<file path="config.mk">
export PLATFORM = sky130hd
export DESIGN_NAME = tccw_ctrl
export DESIGN_NICKNAME = d
export VERILOG_FILES = /design/src/tccw_pkg.sv /design/src/tccw_ctrl.sv
export VERILOG_INCLUDE_DIRS = /design/src /design/src/src
export SDC_FILE = /design/constraint.sdc
export NUM_CORES = 1
export LEC_CHECK = 0
export BUFFER_PORTS_ARGS = -buffer_cell sky130_fd_sc_hd__buf_4
export CELL_PAD_IN_SITES_DETAIL_PLACEMENT = 1
export CELL_PAD_IN_SITES_GLOBAL_PLACEMENT = 1
export CORE_MARGIN = 3
export CORE_UTILIZATION = 27
export CTS_CLUSTER_DIAMETER = 150
export DETAILED_ROUTE_END_ITERATION = 8
export PLACE_DENSITY = 0.82
export SLEW_MARGIN = 0
export SYNTH_ARGS = -nofsm -noshare
export SYNTH_HDL_FRONTEND = slang
export SYNTH_SLANG_ARGS = --single-unit
</file>
<file path="constraint.sdc">
create_clock -name clk -period 1.7 [get_ports clk]
set_clock_uncertainty 0.15 [all_clocks]
set_input_delay 0.17 -clock clk [delete_from_list [all_inputs] [get_ports clk]]
set_output_delay 0.17 -clock clk [all_outputs]
set_load 0.02 [all_outputs]
</file>
<file path="src/text_console_cell_writer_core_macros.svh">
// Assertion macros shared by the console RTL.
`ifndef TEXT_CONSOLE_CELL_WRITER_CORE_MACROS_SVH
`define TEXT_CONSOLE_CELL_WRITER_CORE_MACROS_SVH

`ifndef SYNTHESIS
`define TCCW_ASSERT_IMPL(name, clk, rst_n, ante, cons) \
  name: assert property (@(posedge clk) disable iff (!rst_n) (ante) |-> (cons)) \
    else $error("console assertion failed: same-cycle implication");
`define TCCW_ASSERT_NEXT(name, clk, rst_n, ante, cons) \
  name: assert property (@(posedge clk) disable iff (!rst_n) (ante) |=> (cons)) \
    else $error("console assertion failed: next-cycle implication");
`else
`define TCCW_ASSERT_IMPL(name, clk, rst_n, ante, cons)
`define TCCW_ASSERT_NEXT(name, clk, rst_n, ante, cons)
`endif

`endif

</file>
<file path="src/tccw_pkg.sv">
package tccw_pkg;

  localparam logic [7:0]  CH_BS      = 8'd8;
  localparam logic [7:0]  CH_TAB     = 8'd9;
  localparam logic [7:0]  CH_LF      = 8'd10;
  localparam logic [7:0]  CH_CR      = 8'd13;
  localparam logic [7:0]  BLANK_CH   = 8'h20;
  localparam logic [15:0] RESET_CELL = 16'h0720;

  typedef enum logic [1:0] {
    OP_PUT   = 2'd0,
    OP_CLEAR = 2'd1,
    OP_READ  = 2'd2,
    OP_NONE  = 2'd3
  } tccw_op_t;

  typedef enum logic [2:0] {
    WR_NONE,
    WR_PUT,
    WR_INIT,
    WR_BLANK,
    WR_SHIFT
  } tccw_wr_t;

  typedef enum logic [1:0] {
    RD_NONE,
    RD_CELL,
    RD_SHIFT
  } tccw_rd_t;

  typedef enum logic [2:0] {
    ST_INIT,
    ST_IDLE,
    ST_EXEC,
    ST_READ,
    ST_CLEAR,
    ST_SC_RD,
    ST_SC_WR
  } tccw_state_t;

  typedef struct packed {
    logic     latch;
    logic     cur_put;
    logic     cur_home;
    tccw_wr_t wr;
    tccw_rd_t rd;
    logic     ptr_inc;
    logic     out_load;
    logic     out_scrolled;
  } tccw_ctl_t;

  typedef struct packed {
    tccw_op_t op;
    logic     put_scrolls;
    logic     ptr_last;
    logic     out_free;
  } tccw_stat_t;

endpackage

</file>
<file path="src/tccw_ctrl.sv">
`include "text_console_cell_writer_core_macros.svh"

module tccw_ctrl
  import tccw_pkg::*;
(
  input  logic       clk,
  input  logic       rst_n,
  input  logic       in_valid,
  output logic       in_stall,
  input  tccw_stat_t stat,
  output tccw_ctl_t  ctl
);

  tccw_state_t state_r;
  tccw_state_t state_nxt;

  always_ff @(posedge clk) begin
    if (!rst_n) begin
      state_r <= ST_INIT;
    end else begin
      state_r <= state_nxt;
    end
  end

  always_comb begin
    state_nxt        = state_r;
    ctl              = '0;
    ctl.wr           = WR_NONE;
    ctl.rd           = RD_NONE;
    in_stall         = 1'b1;
    case (state_r)
      ST_INIT: begin
        ctl.wr      = WR_INIT;
        ctl.ptr_inc = 1'b1;
        if (stat.ptr_last) begin
          state_nxt = ST_IDLE;
        end
      end
      ST_IDLE: begin
        in_stall  = 1'b0;
        ctl.latch = in_valid;
        if (in_valid) begin
          state_nxt = ST_EXEC;
        end
      end
      ST_EXEC: begin
        if (stat.out_free) begin
          case (stat.op)
            OP_PUT: begin
              ctl.cur_put = 1'b1;
              ctl.wr      = WR_PUT;
              if (stat.put_scrolls) begin
                state_nxt = ST_SC_RD;
              end else begin
                ctl.out_load = 1'b1;
                state_nxt    = ST_IDLE;
              end
            end
            OP_CLEAR: begin
              ctl.cur_home = 1'b1;
              state_nxt    = ST_CLEAR;
            end
            OP_READ: begin
              ctl.rd    = RD_CELL;
              state_nxt = ST_READ;
            end
            default: begin
              ctl.out_load = 1'b1;
              state_nxt    = ST_IDLE;
            end
          endcase
        end
      end
      ST_READ: begin
        ctl.out_load = 1'b1;
        state_nxt    = ST_IDLE;
      end
      ST_CLEAR: begin
        ctl.wr      = WR_BLANK;
        ctl.ptr_inc = 1'b1;
        if (stat.ptr_last) begin
          ctl.out_load = 1'b1;
          state_nxt    = ST_IDLE;
        end
      end
      ST_SC_RD: begin
        ctl.rd    = RD_SHIFT;
        state_nxt = ST_SC_WR;
      end
      ST_SC_WR: begin
        ctl.wr      = WR_SHIFT;
        ctl.ptr_inc = 1'b1;
        if (stat.ptr_last) begin
          ctl.out_load     = 1'b1;
          ctl.out_scrolled = 1'b1;
          state_nxt        = ST_IDLE;
        end else begin
          state_nxt = ST_SC_RD;
        end
      end
      default: begin
        state_nxt = ST_IDLE;
      end
    endcase
  end

  `TCCW_ASSERT_IMPL(a_load_when_free, clk, rst_n, ctl.out_load, stat.out_free)
  `TCCW_ASSERT_NEXT(a_shift_loops, clk, rst_n, (state_r == ST_SC_WR) && !stat.ptr_last, state_r == ST_SC_RD)
  `TCCW_ASSERT_IMPL(a_put_only_for_put, clk, rst_n, ctl.cur_put, stat.op == OP_PUT)

endmodule

</file>
==> results of run 1 <==
logic make-up (layout without fill, tap and decap cells):
kind of cell / count (synthesis) / after routing / synth area share
flops: 3 / 3 / 0.164
simple gates: 23 / 23 / 0.363
buf+inv: 7 / 32 / 0.0753
mux: 1 / 1 / 0.0308
compound gates: 10 / 10 / 0.229
fa+ha+maj: 4 / 4 / 0.137
worst max path at each step:
stage | from | end | slack, ps | cells after the start
after floorplan | state_r[0] | ctl[10] | 130 | 4
after global placement | stat[3] | ctl[1] | 90 | 7
after detailed placement | stat[3] | ctl[1] | 70 | 7
after CTS | state_r[1] | ctl[3] | 30 | 4
after global routing | state_r[0] | ctl[10] | -0.4 | 5
final | stat[3] | ctl[1] | 70 | 7
power breakdown:
group / switching (W) / leakage [nW] / internal [W]
combinational: 0.000224 / 0.268 / 0.000191
clock: 0.0000384 / 0.0150 / 0.0000881
sequential: 0.0000284 / 0.0258 / 0.0000938
cell type report:
type,count,area [um2],share of cell area
clock buffers,4,26.3,0.0455
flip-flops and latches,3,63.8,0.110
multi-input cells,38,283,0.489
inverters,6,22.5,0.0390
well taps,14,17.5,0.0303
repair buffers,22,165,0.286
metal layers:
metal | vias up | part of all wire
li1 | 218 | -
met1 | 189 | 0.40
met2 | 20 | 0.52
met3 | 0 | 0.079
met4 | 0 | 0
met5 | - | 0
cells in the final DEF (no fill, tap or decap), types with 2 or more instances in the layout:
cell type   n
and2_1      2
a211o_1     2
a21oi_1     2
buf_4      22
and3_1      4
nor2b_2     2
nor2_1      4
inv_1       6
nand3_1     2
dfxtp_2     3
nand2b_1    2
ha_1        4
o31ai_2     2
nand2_1     3
clkbuf_4    3
Yosys cell counts:
library cell	n
a211o_1	2
a21oi_1	2
a31o_2	1
a32o_1	1
and2_1	2
and3_1	4
buf_2	1
dfxtp_1	3
ha_1	4
inv_1	6
mux2_2	1
nand2_1	3
nand2b_1	2
nand3_1	2
nor2_1	4
nor2b_1	2
nor3_1	1
nor3b_2	1
nor4b_1	1
o211ai_1	1
o21ai_0	1
o31ai_2	2
or2b_1	1
worst min-delay path: cells and delay by family:
| kind | cells | cell delay (ps) |
|---|---|---|
| buffers and inverters | 1 | 110 |
| and+or+nand+nor | 1 | 60 |
| AOI/OAI and AO/OA | 1 | 80 |
per-stage QoR:
| step | area [um2] | setup TNS (ps) | util | hold WS, ps | std cells |
|---|---|---|---|---|---|
| 4_1_cts | 569 | 0 | 0.480 | 76.2 | 87 |
| 2_1_floorplan | 365 | 0 | - | 129 | 48 |
| 3_3_place_gp | 543 | 0 | 0.458 | 273 | 83 |
| 6_report | 578 | 0 | 0.487 | 74.7 | 87 |
| 5_1_grt | 578 | -0.423 | 0.487 | 103 | 87 |
| 3_5_place_dp | 543 | 0 | 0.458 | 299 | 83 |
what timing repair did:
action,4_1_cts,5_1_grt
hold buffers,0,0
setup endpoints to repair,0,7
resized for setup,0,5
==> results.yml, run 1 <==
timing:
  report.final.slew_viol_count: 0
  slew_headroom: 0.694
  fin_crit_sh: 0.957
  hold_viol_final: 0
  finalSetupViolCount: 0
  max_freq_mhz: 614
  min_period_ps: 1630
  finalWorstSetupSlack_ps: 72.6
  tightest_slew_ps: 453
synthesis:
  synth_cell_types: 23
  netlist.area_leader.share: 0.164
  ys_seq_elements: 3
  synth.avg_cell_area_um2: 7.61
  syn_inst: 48
  synth_seq_area_share: 0.164
  syn_area_um2: 365
  yosysWarnings: 0
  synth.area.top_cells: "dfxtp_1 16%, ha_1 14%, and3_1 6.8%, o31ai_2 6.8%, inv_1 6.2%"
  synth_top_area_cell: "dfxtp_1"
  syn-num-nets: 60
floorplan:
  die_h_um: 42.8
  initial_utilization: 0.308
  ios: 20
  core_um2: 1190
  dieArea_um2: 1830
  core.rowCount: 12
  die_x_um: 42.8
place:
  dp_hpwl_um: 919
  place_ws_ps: 72.2
  portBuffers: 19
  globalplace.congestion: 0.690
grt:
  grtUsageMet1: 0.163
  use_met3: 0.0297
  track_usage: 0.137
  met2_usage: 0.243
  globalRoute.busiestLayer: "met2"
  antenna_found_initial: 0
  grt_pass1_vias: 450
  grt_max_degree: 10
  grt_pass1_wl_mm: 1.95
  overflow: 0
critical_path:
  crit_top_cell: "buf_4"
  cp-end-kind: "primary output"
  critical_path_buf_inv_count: 3
  crit_type: "in -> out"
  r2r-end: "state_r[2]"
  max_stage_delay_ps: 240
  r2r_cells: 4
  r2r_setup_slack_ps: 170
  cp.required_ps: 1380
  cp_max_fo: 4
  r2r_start: "state_r[1]"
  startpoint_type: "input port"
  critPathSlowestCell: "a31o_2"
  crit_chain: "buf_4, inv_1, ha_1, nand2b_1, a31o_2, a32o_1, buf_4"
  arrival_ps: 1310
  crit_family: "compound AO/OA/AOI/OAI gates"
drt:
  wl_mm: 1.21
  routed_via_density: 4.91
  wl_per_cell_um: 13.9
  drcViolationCount: 0
  ant_nets: 0
  drt_iter0_drc: 2
  route.vias.total: 427
  first_pass_iters: 2
power:
  p_leak_nw: 0.309
  worst_ir_drop_vdd_mv: 0.416
  power_density_nw_per_um2: 1150
  total_power_w: 0.000664
worst_hold_path:
  hold_path.startpoint: "rst_n"
  hold_path.class: "in -> reg"
  hold_depth: 3
  min_to: "state_r[0]"
clocking:
  post_cts_buffers: 0
  clk_pin_slew_ps: 40
  clock_latency_ps: 230
  cts.path.max_buffers: 2
  htreeDepth: 1
  cts-root-buf: "clkbuf_4"
  cts_tree: "built"
  cts.sink_count: 3
  cts_buffers: 3
final_layout:
  fill_cells: 158
  top_regs: "state_r: 3 flops"
  fin_nets: 86
  areaGrowthSynthToFinish_pct: 58.2
  top_register: "state_r"
  largest_reg_flops: 3
  insertedDiodeCount: 0
  drive_gt1_frac: 0.479
run_status:
  outcome: "complete, no violations"
job:
  drv_cap: 0
(Power assumes the default switching activity.)
==> run 2, diff against run 1 <==
--- a/config.mk
+++ b/config.mk
@@ -8,12 +8,12 @@
 export LEC_CHECK = 0
 export BUFFER_PORTS_ARGS = -buffer_cell sky130_fd_sc_hd__buf_4
 export CELL_PAD_IN_SITES_DETAIL_PLACEMENT = 1
-export CELL_PAD_IN_SITES_GLOBAL_PLACEMENT = 1
+export CELL_PAD_IN_SITES_GLOBAL_PLACEMENT = 2
 export CORE_MARGIN = 3
-export CORE_UTILIZATION = 27
+export CORE_UTILIZATION = 21
 export CTS_CLUSTER_DIAMETER = 150
 export DETAILED_ROUTE_END_ITERATION = 8
-export PLACE_DENSITY = 0.82
+export PLACE_DENSITY = 0.84
 export SLEW_MARGIN = 0
 export SYNTH_ARGS = -nofsm -noshare
 export SYNTH_HDL_FRONTEND = slang
==> run 2 against run 1 <==
  * Via count shrank 0.70%
  * Clock power barely moved
  * Worst setup slack got worse by 6.9 ps
  * Sequential share of layout area fell by 0.70 points
  * Die area up 24%
  * Critical endpoint is now ctl[5]
  * Largest cell class unchanged
==> results.yml, run 2 (same netlist as run 1, synthesis figures left out) <==
power:
  worst_ir_drop_vdd_mv: 0.341
  seq_power_share: 0.167
  p_leak_nw: 0.317
  power_density_nw_per_um2: 1110
  p_switching_w: 0.000286
  power.internal_w: 0.000375
  switching_share: 0.432
  combPwrFrac: 0.640
  total_power_w: 0.000661
  clkPwrFrac: 0.194
clocking:
  clk_pin_slew_ps: 40
  cts.sink_count: 3
  cts_tree: "built"
  cts-root-buf: "clkbuf_4"
  cts_buffers: 3
  cts-hold-fix-buffers: 0
  post_cts_buffers: 0
  cts_resized: 0
  htreeDepth: 1
  cts.path.max_buffers: 2
  clock_latency_ps: 230
final_layout:
  top_register: "state_r"
  top_regs: "state_r: 3 flops"
  insertedDiodeCount: 0
  areaGrowthSynthToFinish_pct: 62.3
  final_cell_mix: "24 x buf_4, 6 x inv_1, 4 x and3_1, 4 x nor2_1"
  drive_gt1_frac: 0.467
  largest_reg_flops: 3
  fill_cells: 206
  mostFrequentLayoutCell: "buf_4"
  seq_area_um2: 61.3
  layout.cells.non_filler: 91
  fin_nets: 88
  multi_input_area_um2: 283
place:
  portBuffers: 19
  globalplace.congestion: 0.719
  placed_cells: 87
  place_ws_ps: 56.7
  dp_hpwl_um: 890
grt:
  grt_pass1_wl_mm: 1.64
  antenna_found_initial: 0
  grt_max_degree: 8
  grt_pass1_vias: 414
  track_usage: 0.0968
  overflow: 0
critical_path:
  startpoint_type: "flip-flop"
  cp-startpoint: "state_r[1]"
  arrival_ps: 1310
  cp_max_fo: 5
  crit_type: "reg -> out"
  r2r_setup_slack_ps: 220
  r2r_cells: 4
  r2r_start: "state_r[1]"
  crit_end: "ctl[5]"
  cp.required_ps: 1380
  cp-end-kind: "primary output"
  r2r-end: "state_r[2]"
timing:
  holdWs_ps: 48.7
  report.final.slew_viol_count: 0
  tightest_slew_ps: 434
  fin_crit_sh: 0.961
  rsz0062_at_grt: "true"
  slew_headroom: 0.706
  max_freq_mhz: 612
  finalSetupViolCount: 0
  finalWorstSetupSlack_ps: 65.7
  hold_viol_final: 0
  min_period_ps: 1630
drt:
  wl_mm: 1.11
  first_pass_iters: 2
  route.vias.total: 424
  drcViolationCount: 0
  wl_per_cell_um: 12.2
  routed_via_density: 4.66
  drt_iter0_drc: 2
  ant_nets: 0
floorplan:
  core.rowCount: 14
  die_x_um: 47.7
  core_um2: 1580
  die_h_um: 47.7
  ios: 20
  dieArea_um2: 2280
  initial_utilization: 0.232
worst_hold_path:
  hold_path.class: "in -> reg"
run_status:
  outcome: "complete, no violations"
job:
  drv_cap: 0
-- run 2: critical path, stage by stage (launching register included) --
cell and delay [ps]:
dfxtp_1 380, buf_4 150, nor2b_2 170, nand3_1 90, a21oi_1 130, buf_4 160
-- run 2: layout make-up --
cell class              count  area share
flip-flops and latches      3       0.103
repair buffers             24       0.304
clock buffers               4      0.0443
multi-input cells          38       0.477
well taps                  16      0.0338
inverters                   6      0.0380
-- run 2: metal layers --
layer | share of wire | GRT usage
met1 | 0.48 | 0.124
met2 | 0.45 | 0.174
met3 | 0.072 | 0.0113
met4 | 0 | 0.0161
met5 | 0 | 0
-- run 2: per-stage QoR --
stage	instance area, um2	setup TNS [ps]	util
4_1_cts	587	0	0.372
3_3_place_gp	561	0	0.356
3_5_place_dp	561	0	0.356
5_1_grt	593	-21.9	0.376
2_1_floorplan	365	0	-
6_report	593	0	0.376
-- run 2: worst min path at each step --
| stage | from | endpoint | slack, ps | cells after the start |
|---|---|---|---|---|
| after floorplan | rst_n | state_r[0] | 130 | 2 |
| after global placement | rst_n | state_r[0] | 280 | 3 |
| after detailed placement | rst_n | state_r[0] | 280 | 3 |
| after CTS | rst_n | state_r[0] | 40 | 3 |
| after global routing | rst_n | state_r[2] | 90 | 3 |
| final | rst_n | state_r[0] | 50 | 3 |
-- run 2: power by group through the flow --
stage	registers [W]	clock network (W)	logic, W
after floorplan	0.000101	0	0.000249
after global placement	0.000111	0	0.000421
after detailed placement	0.000112	0	0.000424
after CTS	0.000110	0.000129	0.000425
after global routing	0.000113	0.000137	0.000460
final	0.000110	0.000128	0.000423
==> run 3, diff against run 2 <==
--- a/config.mk
+++ b/config.mk
@@ -6,14 +6,15 @@
 export SDC_FILE = /design/constraint.sdc
 export NUM_CORES = 1
 export LEC_CHECK = 0
+export ABC_AREA = 1
 export BUFFER_PORTS_ARGS = -buffer_cell sky130_fd_sc_hd__buf_4
 export CELL_PAD_IN_SITES_DETAIL_PLACEMENT = 1
 export CELL_PAD_IN_SITES_GLOBAL_PLACEMENT = 2
 export CORE_MARGIN = 3
-export CORE_UTILIZATION = 21
+export CORE_UTILIZATION = 22
 export CTS_CLUSTER_DIAMETER = 150
 export DETAILED_ROUTE_END_ITERATION = 8
-export PLACE_DENSITY = 0.84
+export PLACE_DENSITY = 0.89
 export SLEW_MARGIN = 0
 export SYNTH_ARGS = -nofsm -noshare
 export SYNTH_HDL_FRONTEND = slang
==> constraint.sdc (replaced) <==
create_clock -name clk -period 2.1 [get_ports clk]
set_clock_uncertainty 0.15 [all_clocks]
set_input_delay 0.21 -clock clk [delete_from_list [all_inputs] [get_ports clk]]
set_output_delay 0.21 -clock clk [all_outputs]
set_load 0.02 [all_outputs]
==> run 3 against run 2 <==
  * Routed wire length is 3.1% higher
  * Core utilization is 0.91 points lower
  * Combinational power is 39% lower
  * Critical path type unchanged
  * Total power is 31% lower
  * Non-clock buffer count is 5 lower
  * Clock power is 18% lower
==> results.yml, run 3 <==
critical_path:
  crit_family: "flip-flops"
  cp_max_fo: 8
  cp.required_ps: 1740
  crit_chain: "inv_2, nand3_2, nor3_2, a21o_1, buf_4"
  critical_path_buf_inv_count: 2
  max_stage_delay_ps: 540
  critPathSlowestCell: "dfxtp_1"
  cp-end-kind: "primary output"
  arrival_ps: 1340
  startpoint_type: "flip-flop"
  crit_type: "reg -> out"
grt:
  grt_pass1_wl_mm: 1.93
  grt_max_degree: 9
  track_usage: 0.105
  antenna_found_initial: 0
  grt_pass1_vias: 452
  overflow: 0
drt:
  routed_via_density: 4.16
  route.vias.total: 470
  wl_per_cell_um: 10.2
  wl_mm: 1.15
  drcViolationCount: 0
  drt_iter0_drc: 1
  first_pass_iters: 3
  ant_nets: 0
synthesis:
  syn_area_um2: 410
  ys_seq_elements: 3
  synth.area.top_cells: "dfxtp_1 15%, ha_1 12%, nor2_1 12%, nand2_1 11%, inv_1 10%"
  yosys-top-cells-count: "13 x nor2_1, 12 x nand2_1, 11 x inv_1"
  synth_top_flop_cell: "dfxtp_1"
  synth_top_area_cell: "dfxtp_1"
  synth_cell_types: 19
  yosysMostFrequentCell: "nor2_1"
  yosysWarnings: 0
  syn-num-nets: 79
  netlist.area_leader.share: 0.146
  syn_inst: 67
  synth_seq_area_share: 0.146
  async_reset_ff_frac: 0
  synth.avg_cell_area_um2: 6.13
  synth_edf_count: 0
timing:
  tightest_slew_ps: 377
  rsz0062_at_grt: "false"
  min_period_ps: 1700
  finalSetupViolCount: 0
  hold_viol_final: 0
  tns_ps: 0
  max_freq_mhz: 588
  holdWs_ps: 60.7
  slew_headroom: 0.748
  report.final.slew_viol_count: 0
  fin_crit_sh: 0.810
final_layout:
  final_cell_mix: "19 x buf_4, 13 x nor2_1, 12 x nand2_1"
  final_cell_area_um2: 598
  fin_nets: 102
  fill_cells: 227
  layout.cells.non_filler: 113
  drive_gt1_frac: 0.393
  insertedDiodeCount: 0
  largest_reg_flops: 3
  top_register: "state_r"
  areaGrowthSynthToFinish_pct: 45.7
  mostFrequentLayoutCell: "buf_4"
  top_regs: "state_r: 3 flops"
clocking:
  cts.sink_count: 3
  cts.path.max_buffers: 2
  cts_resized: 0
  cts_tree: "built"
  cts-hold-fix-buffers: 0
  clock_latency_ps: 240
  post_cts_buffers: 0
  cts-root-buf: "clkbuf_4"
  cts_buffers: 3
  htreeDepth: 1
  clk_pin_slew_ps: 40
place:
  place_area_um2: 572
  placed_cells: 109
  globalplace.congestion: 0.789
  portBuffers: 19
  dp_hpwl_um: 989
floorplan:
  core.rowCount: 14
  die_h_um: 49.2
  dieArea_um2: 2420
  die_x_um: 49.2
  ios: 20
  initial_utilization: 0.252
  core_um2: 1630
power:
  worst_ir_drop_vdd_mv: 0.239
  p_leak_nw: 0.335
  power_density_nw_per_um2: 766
job:
  drv_cap: 0
worst_hold_path:
  hold_path.class: "in -> reg"
run_status:
  outcome: "complete, no violations"
[run 3: path summary, 6_finish.rpt]
check / startpoint / end / slack (ps) / depth (start not counted)
worst max register to register: state_r[0] / state_r[2] / 710 / 7
worst min-delay path: rst_n / state_r[1] / 60 / 3
worst min register to register: state_r[2] / state_r[2] / 550 / 4
worst max-delay path: state_r[0] / ctl[5] / 400 / 5
[run 3: routing by layer]
layer / share of wire / vias up / global-route usage
met5: 0 / - / 0
met4: 0.018 / 0 / 0.0995
met3: 0.018 / 2 / 0.00917
met2: 0.54 / 7 / 0.174
met1: 0.42 / 212 / 0.116
li1: - / 249 / -
[run 3: stage by stage]
| stage | total power (W) | setup WS [ps] | utilization |
|---|---|---|---|
| 4_1_cts | 0.000468 | 387 | 0.367 |
| 2_1_floorplan | 0.000273 | 615 | - |
| 3_5_place_dp | 0.000357 | 610 | 0.351 |
| 3_3_place_gp | 0.000353 | 616 | 0.351 |
| 5_1_grt | 0.000504 | 300 | 0.367 |
| 6_report | 0.000458 | 400 | 0.367 |
[run 3: power by group]
group | switching (W) | leakage [nW] | internal (W)
registers | 0.0000274 | 0.0247 | 0.0000701
logic | 0.000156 | 0.295 | 0.0000999
clock network | 0.0000336 | 0.0150 | 0.0000715
[run 3: area by class of cell]
type | count | area [um2] | area share
repair buffers | 19 | 143 | 0.238
inverters | 14 | 52.6 | 0.0879
well taps | 24 | 30.0 | 0.0502
flip-flops and latches | 3 | 60.1 | 0.100
clock buffers | 4 | 26.3 | 0.0439
multi-input cells | 49 | 287 | 0.479
[run 3: worst register-to-register path: cells and delay by family, from the launching register on]
kind | cells | cell delay (ps)
flops | 1 | 540
buf+inv | 1 | 80
compound gates | 1 | 130
simple gates | 5 | 390
[run 3: cell families (layout without fill, tap and decap cells)]
group | count (synthesis) | in the layout | share of synthesized area
AOI/OAI and AO/OA | 4 | 4 | 0.0732
DFF | 3 | 3 | 0.146
adders and majority gates | 4 | 4 | 0.122
and+or+nand+nor | 41 | 41 | 0.503
buffers and inverters | 15 | 37 | 0.155
